$ cat src/sv/exl_pkg.sv
package exl_pkg;

   localparam int QPTR_W      = 2;
   localparam int QUEUE_DEPTH = 1 << QPTR_W;

   typedef struct packed {
      logic [7:0]  tok_char;
      logic [4:0]  tok_kind;
      logic        tok_first;
      logic        tok_last;
      logic [15:0] token_index;
      logic        run_last;
   } result_type;

   // results caused by one input transaction; r1 is used only when two is set
   typedef struct packed {
      logic       two;
      result_type r0;
      result_type r1;
   } group_type;

endpackage

$ cat src/sv/expression_lexer.sv
// A result passes a queue entry and then the serializer's current-group register before it is
// presented. One character is taken per cycle while the queue is not full; a character that
// causes two results queues them as one group, and the four-group queue between classifier and
// serializer absorbs bursts; the serializer's one result per ready cycle sets the output rate.
// Reset (synchronous, active high) returns the lexer to idle, clears the token count,
// empties the queue and drops any result being presented.
module expression_lexer import exl_pkg::*; (
   input  logic        clock,
   input  logic        reset,
   input  logic        req_tvalid,
   output logic        req_tready,
   input  logic [7:0]  req_tdata,   // [7:0] ch
   input  logic        req_tlast,   // end_of_string
   output logic        rsp_tvalid,
   input  logic        rsp_tready,
   output logic [23:0] rsp_tdata,   // [7:0] tok_char, [23:8] token_index
   output logic [6:0]  rsp_tuser,   // [4:0] tok_kind, [5] tok_first, [6] run_last
   output logic        rsp_tlast    // tok_last
);

   logic       push, q_full, q_pop, q_valid;
   group_type  push_data, q_data;
   result_type res;

   exl_front u_front (
      .clock     (clock),
      .reset     (reset),
      .in_valid  (req_tvalid),
      .in_ready  (req_tready),
      .in_ch     (req_tdata),
      .in_eos    (req_tlast),
      .push      (push),
      .push_data (push_data),
      .q_full    (q_full)
   );

   exl_queue u_queue (
      .clock     (clock),
      .reset     (reset),
      .push      (push),
      .push_data (push_data),
      .full      (q_full),
      .pop       (q_pop),
      .out_valid (q_valid),
      .out_data  (q_data)
   );

   exl_back u_back (
      .clock     (clock),
      .reset     (reset),
      .q_valid   (q_valid),
      .q_data    (q_data),
      .q_pop     (q_pop),
      .out_valid (rsp_tvalid),
      .out_ready (rsp_tready),
      .out_data  (res)
   );

   assign rsp_tdata = {res.token_index, res.tok_char};
   assign rsp_tuser = {res.run_last, res.tok_first, res.tok_kind};
   assign rsp_tlast = res.tok_last;

endmodule

$ cat src/sv/exl_front.sv
module exl_front import exl_pkg::*; (
   input  logic       clock,
   input  logic       reset,
   input  logic       in_valid,
   output logic       in_ready,
   input  logic [7:0] in_ch,
   input  logic       in_eos,
   output logic       push,
   output group_type  push_data,
   input  logic       q_full
);

   localparam logic [1:0] MODE_IDLE  = 2'd0;
   localparam logic [1:0] MODE_IDENT = 2'd1;
   localparam logic [1:0] MODE_NUM   = 2'd2;
   localparam logic [1:0] MODE_REL   = 2'd3;

   localparam logic [4:0] KIND_IDENT  = 5'd0;
   localparam logic [4:0] KIND_NUMBER = 5'd1;
   localparam logic [4:0] KIND_OTHER  = 5'd25;

   localparam logic [7:0] CH_DOT = 8'h2E;
   localparam logic [7:0] CH_EQ  = 8'h3D;
   localparam logic [7:0] CH_GT  = 8'h3E;
   localparam logic [7:0] CH_LT  = 8'h3C;

   function automatic logic [4:0] punct_kind(input logic [7:0] c);
      logic [4:0] k;
      case (c)
         8'h3B: k = 5'd2;   // ;
         8'h2C: k = 5'd3;   // ,
         8'h7B: k = 5'd4;   // {
         8'h7D: k = 5'd5;   // }
         8'h28: k = 5'd6;   // (
         8'h29: k = 5'd7;   // )
         8'h3E: k = 5'd8;   // >
         8'h3C: k = 5'd10;  // <
         8'h3D: k = 5'd12;  // =
         8'h5B: k = 5'd14;  // [
         8'h5D: k = 5'd15;  // ]
         8'h2B: k = 5'd16;  // +
         8'h2D: k = 5'd17;  // -
         8'h2A: k = 5'd18;  // *
         8'h2F: k = 5'd19;  // /
         8'h25: k = 5'd20;  // %
         8'h27: k = 5'd21;  // '
         8'h22: k = 5'd22;  // "
         8'h5C: k = 5'd23;  // backslash
         8'h3F: k = 5'd24;  // ?
         default: k = KIND_OTHER;
      endcase
      return k;
   endfunction

   function automatic result_type mk(input logic [7:0] c, input logic [4:0] k,
                                     input logic f, input logic l,
                                     input logic [15:0] idx);
      result_type r;
      r.tok_char    = c;
      r.tok_kind    = k;
      r.tok_first   = f;
      r.tok_last    = l;
      r.token_index = idx;
      r.run_last    = 1'b0;
      return r;
   endfunction

   function automatic group_type put(input group_type g, input logic [1:0] n,
                                     input result_type r);
      group_type o;
      o = g;
      if (n == 2'd0) begin
         o.r0 = r;
      end else begin
         o.r1 = r;
      end
      return o;
   endfunction

   logic [1:0]  mode_ff, mode_in;
   logic [7:0]  held_char_ff, held_char_in;
   logic [4:0]  held_kind_ff, held_kind_in;
   logic        held_first_ff, held_first_in;
   logic [15:0] count_ff, count_in;

   logic        accept;
   logic        is_letter, is_digit, is_punct, is_rel;
   logic        cont, start;
   logic [1:0]  n;
   logic [4:0]  rel_kind;
   group_type   g;

   assign in_ready = !q_full;
   assign accept   = in_valid && in_ready;

   assign is_letter = (in_ch inside {[8'h41:8'h5A], [8'h61:8'h7A]});
   assign is_digit  = (in_ch inside {[8'h30:8'h39]});
   assign is_punct  = (in_ch inside {[8'h21:8'h2F], [8'h3A:8'h40], [8'h5B:8'h60],
                                     [8'h7B:8'h7E]});
   assign is_rel    = (in_ch == CH_GT) || (in_ch == CH_LT) || (in_ch == CH_EQ);
   assign rel_kind  = held_kind_ff + 5'd1;

   always_comb begin
      mode_in       = mode_ff;
      held_char_in  = held_char_ff;
      held_kind_in  = held_kind_ff;
      held_first_in = held_first_ff;
      count_in      = count_ff;
      n             = 2'd0;
      g             = '0;
      cont          = 1'b0;
      start         = 1'b0;

      case (mode_ff)
         MODE_IDENT, MODE_NUM: begin
            cont = (mode_ff == MODE_IDENT) ? (is_letter || is_digit)
                                           : (is_digit || in_ch == CH_DOT);
            if (cont) begin
               g = put(g, n, mk(held_char_ff, held_kind_ff, held_first_ff, 1'b0,
                                count_in));
               n = n + 2'd1;
               held_char_in  = in_ch;
               held_first_in = 1'b0;
            end else begin
               g = put(g, n, mk(held_char_ff, held_kind_ff, held_first_ff, 1'b1,
                                count_in));
               n = n + 2'd1;
               count_in = count_in + 16'd1;
               start = 1'b1;
            end
         end
         MODE_REL: begin
            if (in_ch == CH_EQ) begin
               g = put(g, n, mk(held_char_ff, rel_kind, 1'b1, 1'b0, count_in));
               n = n + 2'd1;
               g = put(g, n, mk(in_ch, rel_kind, 1'b0, 1'b1, count_in));
               n = n + 2'd1;
               count_in = count_in + 16'd1;
               mode_in  = MODE_IDLE;
            end else begin
               g = put(g, n, mk(held_char_ff, held_kind_ff, 1'b1, 1'b1, count_in));
               n = n + 2'd1;
               count_in = count_in + 16'd1;
               start = 1'b1;
            end
         end
         default: start = 1'b1;
      endcase

      if (start) begin
         mode_in = MODE_IDLE;
         if (is_letter) begin
            held_char_in  = in_ch;
            held_kind_in  = KIND_IDENT;
            held_first_in = 1'b1;
            mode_in       = MODE_IDENT;
         end else if (is_digit) begin
            held_char_in  = in_ch;
            held_kind_in  = KIND_NUMBER;
            held_first_in = 1'b1;
            mode_in       = MODE_NUM;
         end else if (is_rel) begin
            held_char_in  = in_ch;
            held_kind_in  = punct_kind(in_ch);
            held_first_in = 1'b1;
            mode_in       = MODE_REL;
         end else if (is_punct) begin
            g = put(g, n, mk(in_ch, punct_kind(in_ch), 1'b1, 1'b1, count_in));
            n = n + 2'd1;
            count_in = count_in + 16'd1;
         end
      end

      // end of string flushes whatever is held
      if (in_eos && mode_in != MODE_IDLE) begin
         g = put(g, n, mk(held_char_in, held_kind_in, held_first_in, 1'b1, count_in));
         n = n + 2'd1;
         count_in = count_in + 16'd1;
         mode_in  = MODE_IDLE;
      end

      if (n == 2'd1) begin
         g.r0.run_last = 1'b1;
      end else if (n == 2'd2) begin
         g.r1.run_last = 1'b1;
      end
      g.two = (n == 2'd2);
   end

   assign push      = accept && (n != 2'd0);
   assign push_data = g;

   always_ff @(posedge clock) begin
      if (reset) begin
         mode_ff       <= MODE_IDLE;
         held_char_ff  <= '0;
         held_kind_ff  <= '0;
         held_first_ff <= 1'b0;
         count_ff      <= '0;
      end else if (accept) begin
         mode_ff       <= mode_in;
         held_char_ff  <= held_char_in;
         held_kind_ff  <= held_kind_in;
         held_first_ff <= held_first_in;
         count_ff      <= count_in;
      end
   end

endmodule

$ cat src/sv/exl_queue.sv
module exl_queue import exl_pkg::*; (
   input  logic      clock,
   input  logic      reset,
   input  logic      push,
   input  group_type push_data,
   output logic      full,
   input  logic      pop,
   output logic      out_valid,
   output group_type out_data
);

   group_type         entry_ff [QUEUE_DEPTH];
   logic [QPTR_W-1:0] wr_ptr_ff, rd_ptr_ff;
   logic [QPTR_W:0]   count_ff, count_in;
   logic              do_pop;

   assign full      = (count_ff == (QPTR_W+1)'(QUEUE_DEPTH));
   assign out_valid = (count_ff != '0);
   assign out_data  = entry_ff[rd_ptr_ff];
   assign do_pop    = pop && out_valid;

   always_comb begin
      count_in = count_ff;
      if (push && !do_pop) begin
         count_in = count_ff + 1'b1;
      end else if (!push && do_pop) begin
         count_in = count_ff - 1'b1;
      end
   end

   always_ff @(posedge clock) begin
      if (push) begin
         entry_ff[wr_ptr_ff] <= push_data;
      end
   end

   always_ff @(posedge clock) begin
      if (reset) begin
         wr_ptr_ff <= '0;
         rd_ptr_ff <= '0;
         count_ff  <= '0;
      end else begin
         if (push) begin
            wr_ptr_ff <= wr_ptr_ff + 1'b1;
         end
         if (do_pop) begin
            rd_ptr_ff <= rd_ptr_ff + 1'b1;
         end
         count_ff <= count_in;
      end
   end

endmodule

$ cat src/sv/exl_back.sv
module exl_back import exl_pkg::*; (
   input  logic       clock,
   input  logic       reset,
   input  logic       q_valid,
   input  group_type  q_data,
   output logic       q_pop,
   output logic       out_valid,
   input  logic       out_ready,
   output result_type out_data
);

   group_type cur_ff, cur_in;
   logic      cur_valid_ff, cur_valid_in;
   logic      beat_ff, beat_in;
   logic      fire, final_beat, load;

   assign out_valid  = cur_valid_ff;
   assign out_data   = beat_ff ? cur_ff.r1 : cur_ff.r0;
   assign fire       = cur_valid_ff && out_ready;
   assign final_beat = !cur_ff.two || beat_ff;
   assign load       = !cur_valid_ff || (fire && final_beat);
   assign q_pop      = load && q_valid;

   always_comb begin
      cur_in       = cur_ff;
      cur_valid_in = cur_valid_ff;
      beat_in      = beat_ff;
      if (load) begin
         cur_in       = q_data;
         cur_valid_in = q_valid;
         beat_in      = 1'b0;
      end else if (fire) begin
         beat_in = 1'b1;
      end
   end

   always_ff @(posedge clock) begin
      cur_ff <= cur_in;
   end

   always_ff @(posedge clock) begin
      if (reset) begin
         cur_valid_ff <= 1'b0;
         beat_ff      <= 1'b0;
      end else begin
         cur_valid_ff <= cur_valid_in;
         beat_ff      <= beat_in;
      end
   end

   // second beat only exists inside a two-result group
   assert property (@(posedge clock) disable iff (reset)
      beat_ff |-> (cur_valid_ff && cur_ff.two))
      else $error("second beat without a two-result group");

   assert property (@(posedge clock) disable iff (reset)
      (fire && !final_beat) |=> (cur_valid_ff && beat_ff))
      else $error("first beat of pair taken but second not presented");

   // the second result of a pair always closes a token and the transaction
   assert property (@(posedge clock) disable iff (reset)
      (cur_valid_ff && beat_ff) |-> (out_data.tok_last && out_data.run_last))
      else $error("second result of pair not marked last");

endmodule

$ cat config.mk
export PLATFORM = sky130hd
export DESIGN_NAME = expression_lexer
export DESIGN_NICKNAME = d
export VERILOG_FILES = /design/src/sv/exl_pkg.sv /design/src/sv/expression_lexer.sv /design/src/sv/exl_front.sv /design/src/sv/exl_queue.sv /design/src/sv/exl_back.sv
export SDC_FILE = /design/constraint.sdc
export NUM_CORES = 1
export LEC_CHECK = 0
export BUFFER_PORTS_ARGS = -buffer_cell sky130_fd_sc_hd__buf_2
export CAP_MARGIN = 5
export CORE_ASPECT_RATIO = 1.5
export CORE_MARGIN = 1
export CORE_UTILIZATION = 55
export CTS_BUF_LIST = sky130_fd_sc_hd__clkbuf_8
export DETAILED_ROUTE_END_ITERATION = 7
export GPL_TIMING_DRIVEN = 0
export HOLD_SLACK_MARGIN = 0.08
export PLACE_DENSITY = 0.72
export SKIP_CTS_REPAIR_TIMING = 1
export SLEW_MARGIN = 20
export SYNTH_ARGS = -nofsm -noshare
export SYNTH_HDL_FRONTEND = slang
export SYNTH_SLANG_ARGS = --single-unit
$ cat constraint.sdc
create_clock -name clock -period 12.85 [get_ports clock]
set_input_delay 0.6425 -clock clock [delete_from_list [all_inputs] [get_ports clock]]
set_output_delay 0.6425 -clock clock [all_outputs]
set_load 0.02 [all_outputs]
After elaboration in Yosys (flattened, before gate mapping) --
Memories as Yosys holds them, arrays and structs flattened. A register that Yosys moved wholly into a read port is not among the register bits. Cells that the tools add are included.
Operators by class: eq/ne operators 27, order comparisons 14, muxes and demuxes 65, add/subtract/negate cells 10, reductions and logical operators 37
Operator list (number):
- $mux W64 | 6
- $mux W32 | 5
- $eq A8 B6 Y1 const B | 16
- $pmux W64 S2 | 1
- $mux W16 | 7
- $pmux W5 S20 | 1
- $mux W56 | 1
- $mux W50 | 1
- $add A16 B1 Y16 const B | 3
- $mux W8 | 6
- $eq A8 B7 Y1 const B | 5
- $le A8 B7 Y1 const B | 5
- $ge A8 B7 Y1 const B | 4
- $pmux W16 S2 | 1
- $mux W2 | 14
- $ge A8 B6 Y1 const B | 3
- $mux W5 | 4
- $le A8 B6 Y1 const B | 2
- $logic_and A1 B1 Y1 | 16
- $mux W1 | 14
- $add A2 B1 Y2 const B | 4
- $reduce_bool A2 Y1 | 4
- $eq A2 B2 Y1 const B | 3
- $logic_or A1 B1 Y1 | 6
- 13 further kinds | 21
Storage, ports and cells: RAM bits 260, logic and storage cells 164, memories 1, bits in registers 41, output and inout port bits 34
Memories:
- u_queue.entry_ff | words 4, bits a word 65, rd ports 1, clocked after memory_dff 1, write ports 1, RTL line exl_queue.sv:12 | group_type entry_ff [QUEUE_DEPTH];

Depth between registers and ports, before layout --
depth after elaboration 17, mapped depth 20, mapped depth without buffers 17

Modules after synthesis --
A second synthesis with hierarchy kept.
Second synthesis, totals: cells, all modules 1279, area total of the unflattened synthesis 17728.3 um^2
Modules (own cells, without submodules):
- exl_queue | area each 9863.2 um^2, times used 1, seq. area each 7987.7 um^2, cells an instance 383
- exl_front | area each 5272.6 um^2, times used 1, seq. area each 640.6 um^2, cells an instance 784
- exl_back | area each 2592.5 um^2, times used 1, seq. area each 1991.9 um^2, cells an instance 112

Worst setup path after synthesis --
Ideal clock, no wire load.
kind input port to flip-flop, from in req_tdata[4], to mem u_queue.entry_ff[0][10] (netlist name) (enable), path slack 7153 ps, data required time 12421 ps, arrival time 5268 ps, stages on the path 12, setup time 429 ps, cells stage by stage buf_2 -> or4_1 -> o221ai_2 -> a311oi_1 -> or3_1 -> buf_2 -> nor3_1 -> nor2_1 -> ha_1 -> nor3_1 -> a211oi_1 -> and2_1
On the way: word-level cells in the longest chain between the ends 15
RTL lines:
- start, declared | RTL line expression_lexer.sv:12 | input logic [7:0] req_tdata,
- $eq A8 B6 Y1, or another cell as far along | RTL line exl_front.sv:100, exl_front.sv:133
- $mux W2 / $logic_and A1 B1 Y1 (equally long branches) | RTL line exl_front.sv:133, exl_front.sv:96
- $pmux W2 S2 / $reduce_bool A2 Y1 (equally long branches) | RTL line exl_front.sv:114, exl_front.sv:96
- $add A2 B1 Y2 / $logic_or A1 B1 Y1 (equally long branches) | RTL line exl_front.sv:169, exl_front.sv:116
- $mux W2 / $mux W1 (equally long branches) | RTL line exl_front.sv:167, exl_front.sv:116
- $mux W2 / $mux W1 (equally long branches) | RTL line exl_front.sv:162, exl_front.sv:118
- $mux W2 / $pmux W1 S2 (equally long branches) | RTL line exl_front.sv:157, exl_front.sv:114
- $mux W2 (on tied branches) | RTL line exl_front.sv:152, exl_front.sv:150
- $mux W2 / $reduce_bool A2 Y1 (equally long branches) | RTL line exl_front.sv:150, exl_front.sv:175
- $add A2 B1 Y2 / $logic_and A1 B1 Y1 (equally long branches) | RTL line exl_front.sv:177, exl_front.sv:175
- $mux W2 * | RTL line exl_front.sv:175 | if (in_eos && mode_in != MODE_IDLE) begin
- $reduce_bool A2 Y1 * | RTL line exl_front.sv:190 | assign push = accept && (n != 2'd0);
- $logic_and A1 B1 Y1 * | RTL line exl_front.sv:190
- via push | RTL line expression_lexer.sv:21 | logic push, q_full, q_pop, q_valid;
- $mux W1 * | RTL line exl_queue.sv:32 | if (push) begin
- $mux W1 (not written as such) * | RTL line exl_queue.sv:33 | entry_ff[wr_ptr_ff] <= push_data;
- end, declared | RTL line exl_queue.sv:12
Mark *: on every way through the listed nets, which the timed path passes. The rest lies on a longest branch.

Final worst setup path --
from reg u_front.mode_ff[0], to reg u_queue.count_ff[2]
On the way: word-level cells in the longest chain between the ends 16
RTL lines:
- start, declared | RTL line exl_front.sv:80 | logic [1:0] mode_ff, mode_in;
- start signal, assigned | RTL line exl_front.sv:201 | mode_ff <= mode_in;
- $eq A2 B2 Y1 / $eq A2 B1 Y1 (equally long branches) | RTL line exl_front.sv:114, exl_front.sv:116
- $reduce_or A2 Y1 | RTL line exl_front.sv:114 | case (mode_ff)
- $pmux W2 S2 | RTL line exl_front.sv:114
- $add A2 B1 Y2 | RTL line exl_front.sv:169 | n = n + 2'd1;
- $mux W2 | RTL line exl_front.sv:167 | end else if (is_punct) begin
- $mux W2 | RTL line exl_front.sv:162 | end else if (is_rel) begin
- $mux W2 | RTL line exl_front.sv:157 | end else if (is_digit) begin
- $mux W2 | RTL line exl_front.sv:152 | if (is_letter) begin
- $mux W2 | RTL line exl_front.sv:150 | if (start) begin
- $add A2 B1 Y2 | RTL line exl_front.sv:177 | n = n + 2'd1;
- $mux W2 * | RTL line exl_front.sv:175
- $reduce_bool A2 Y1 * | RTL line exl_front.sv:190
- $logic_and A1 B1 Y1 * | RTL line exl_front.sv:190
- via push | RTL line expression_lexer.sv:21
- $logic_not A1 Y1 | RTL line exl_queue.sv:26 | end else if (!push && do_pop) begin
- $logic_and A1 B1 Y1 | RTL line exl_queue.sv:26
- $reduce_bool A2 Y1 (no source line)
- end signal, assigned | RTL line exl_queue.sv:49 | count_ff <= count_in;
- end, declared | RTL line exl_queue.sv:14 | logic [QPTR_W:0] count_ff, count_in;
Marked as above. A chain may end at the register's enable or synchronous reset.

==> flow_summary_export.csv <==
group,metric,value,unit
worst_setup_path,critPathLaunchType,"register",
worst_setup_path,cp-end-kind,"register",
timing,grt_setup_unrepaired,"no",
status,status,"finished clean",
timing,fin_hold_ws,0.355,ns
yosys,syn_area,0.0168,mm2
detailed_routing,dr.first_iter.drc_count,997,
layout,mostFrequentLayoutCell,"edfxtp_1",
layout,fin_nets,1365,
detailed_routing,ant_nets,0,
placed_design,routabilityCongestion,0.959,
timing,timing.setup.tns,0,ns
floorplanning,core_area,0.0298,mm2
detailed_routing,wl_per_cell,24.0,um
global_routing,grt_max_degree,39,
global_routing,grt_pass1_vias,11200,
pwr,p_sw_share,28.7,%
pwr,cellInternalPower,0.00216,W
yosys,ys_dominant_reg_cell,"edfxtp_1",
pwr,power_frac_comb,22.7,%
global_routing,grt_pass1_wl,64700,um
detailed_routing,drt-pass1-iter-count,6,
layout,layout_common_cells,"edfxtp_1, nor2_1, nand2_1",
floorplanning,die_width,145,um
placed_design,portBuffers,42,
yosys,ys_ff_latch,361,
clock_tree,cts_tree,"done",
placed_design,dp_hpwl,30500,um
job,drv_cap,0,
floorplanning,start_util,56.3,%
yosys,async_flop_share,0,%
pwr,pwr-share-seq,49.4,%
floorplanning,placementRows,77,
hold_path,hp-class,"in -> reg",
detailed_routing,drt_wl_total,42500,um
timing,drv_slew,0,
pwr,peakVddDrop,0.0000782,V
timing,hold_violations,0,
layout,drive_gt1_share,17.7,%
clock_tree,cts_buffer_depth,3,
timing,finalSetupViolCount,0,
clock_tree,path_clk_slew,0.07,ns
global_routing,antenna_found_initial,1,
floorplanning,die_height,216,um
global_routing,grt-ovfl-total,0,
timing,relSlewSlack,25.2,%
clock_tree,cts_buffers,49,
floorplanning,dieArea,0.0312,mm2
detailed_routing,via_count,11300,
clock_tree,clkLatencyLatePin,0.58,ns
detailed_routing,drc,0,
clock_tree,htreeDepth,2,
timing,fin_skew,0.0213,ns
floorplanning,io_pins,47,
pwr,cellPowerDensity,163,mW/mm2
yosys,synth_cell_types,81,
yosys,ys_seq_area_share,62.2,%
clock_tree,clock-sinks,361,
worst_setup_path,crit_arrival,6.07,ns
pwr,p_leak,6.11,nW
timing,worst_pin_slew,1.11,ns
global_routing,grtUsageTotal,28.4,%
timing,fmax,0.179,GHz
yosys,ys_warn_count,0,
layout,syn_to_final_growth,10.7,%
worst_setup_path,cp_max_fo,8,
worst_setup_path,required,13.33,ns
yosys,synth_area_per_cell,13.5,um2
timing,period_share,43.4,%
yosys,synth_edf_count,320,
yosys,synth_fp_nets,1267,
pwr,pwr-share-clk,28.0,%
timing,fin_crit,5.58,ns
yosys,synth_cells,1238,
pwr,p_sw,0.000869,W
clock_tree,cts-root-buf,"clkbuf_8",
detailed_routing,vias_per_cell,6.38,
worst_setup_path,path_class,"reg -> reg",
==> layout make-up <==
| class | instances | area, um2 |
|---|---|---|
| Timing Repair Buffer | 47 | 325 |
| Antenna cell | 1 | 2.50 |
| Fill cell | 2221 | 11200 |
| Multi-Input combinational cell | 766 | 5930 |
| Sequential cell | 361 | 10400 |
| Tap cell | 395 | 494 |
| Inverter | 25 | 93.8 |
| Clock buffer | 52 | 716 |
| Clock inverter | 38 | 239 |
| Buffer | 86 | 342 |
==> through the flow <==
stage / setup slack [ns] / cell area (um2) / power (W) / instances / utilization [%]
final: 7.27 / 18600 / 0.00303 / 1771 / 62.4
after global placement: 5.05 / 17500 / 0.00219 / 1675 / 58.7
after detailed placement: 7.01 / 17600 / 0.00221 / 1680 / 59.2
after CTS: 7.33 / 18600 / 0.00305 / 1770 / 62.4
after global routing: 6.93 / 18600 / 0.00315 / 1771 / 62.4
after floorplan: 7.15 / 16800 / 0.00199 / 1238 / -
==> power by group through the flow <==
stage / logic, W / clock network, W / registers [W]
3_5_place_dp: 0.000691 / 0 / 0.00152
3_3_place_gp: 0.000671 / 0 / 0.00152
6_report: 0.000686 / 0.000846 / 0.00149
4_1_cts: 0.000694 / 0.000858 / 0.00150
2_1_floorplan: 0.000487 / 0 / 0.00151
5_1_grt: 0.000741 / 0.000902 / 0.00151
==> worst paths after layout <==
path / endpoint / depth (start not counted) / slack, ns / startpoint
setup reg to reg: u_queue.count_ff[2]$_SDFFE_PP0P_ / 18 / 7.27 / u_front.mode_ff[0]$_SDFFE_PP0P_
setup / recovery: u_queue.count_ff[2]$_SDFFE_PP0P_ / 18 / 7.27 / u_front.mode_ff[0]$_SDFFE_PP0P_
hold reg to reg: u_front.held_char_ff[5]$_SDFFE_PP0P_ / 2 / 0.48 / u_front.held_char_ff[5]$_SDFFE_PP0P_
hold / removal: u_back.beat_ff$_SDFFE_PP0P_ / 3 / 0.36 / rsp_tready
==> logic make-up after synthesis <==
| family | synth area share, % |
|---|---|
| flip-flops | 62.2 |
| buffers and inverters | 2.59 |
| adder cells (fa/ha/maj) | 1.24 |
| AO/OA/AOI/OAI | 11.1 |
| XOR/XNOR | 1.82 |
| AND/OR/NAND/NOR | 9.84 |
| multiplexers | 11.2 |
==> critical path, stage by stage (launching register included) <==
cell	delay [ns]
dfxtp_1	0.39
inv_1	0.10
ha_1	0.40
inv_1	0.15
a21oi_1	0.32
a311oi_1	0.25
or3_1	0.40
buf_2	0.19
nor3_1	0.65
nor2_1	0.18
ha_1	0.36
nor3_1	0.07
a211oi_2	0.67
ha_1	0.31
inv_1	0.06
fa_1	0.37
xor2_1	0.17
or3_1	0.30
a21oi_1	0.13
==> flip-flops by register name, summed over array words and instances (netlist names) <==
signal and flops:
u_queue.wr_ptr_ff 2, u_back.cur_ff 64, u_front.mode_ff 2, u_back.out_valid 1, u_queue.rd_ptr_ff 2, u_queue.count_ff 3
u_front.held_first_ff 1, u_front.count_ff 16, u_back.beat_ff 1, u_queue.entry_ff 256, u_front.held_char_ff 8, u_front.held_kind_ff 5
==> layer usage <==
metal / up-vias / track usage, % / part of all wire, %
li1: 5052 / - / -
met1: 5583 / 35.1 / 39
met2: 526 / 48.3 / 51
met3: 131 / 3.53 / 5.6
met4: 0 / 14.8 / 4.6
met5: - / 0 / 0
==> synthesized netlist by cell type, types with 6 or more instances <==
library cell    n  share of area [%]
nor2_1        101                2.3
o22ai_1         6               0.22
o21ai_0        66                2.0
nor3_1         23               0.69
or3_1           9               0.34
mux4_2         64                8.6
a21oi_1        64                1.9
buf_1          17               0.38
xnor2_1        19               0.99
nand4_1         7               0.26
nand2b_1        8               0.30
o31ai_1         6               0.27
or4_1           7               0.31
a221oi_1        9               0.47
and3_1          8               0.30
mux2i_1         6               0.36
a32oi_1         6               0.31
nand2_1        87                1.9
edfxtp_1      320                 57
nand3_1        36                1.1
o211ai_1        9               0.40
a22o_1         16               0.84
a31oi_1        11               0.41
ha_1           15                1.1
a22oi_1         6               0.27
clkbuf_1       60                1.3
dfxtp_1        41                4.9
mux2_2         34                2.3
xor2_1         14               0.73
a211oi_1       23                1.0
and2_1         11               0.41
buf_2           8               0.24
inv_1          24               0.54
a311oi_1        8               0.42
No activity file was read; power rests on OpenSTA's default activity.
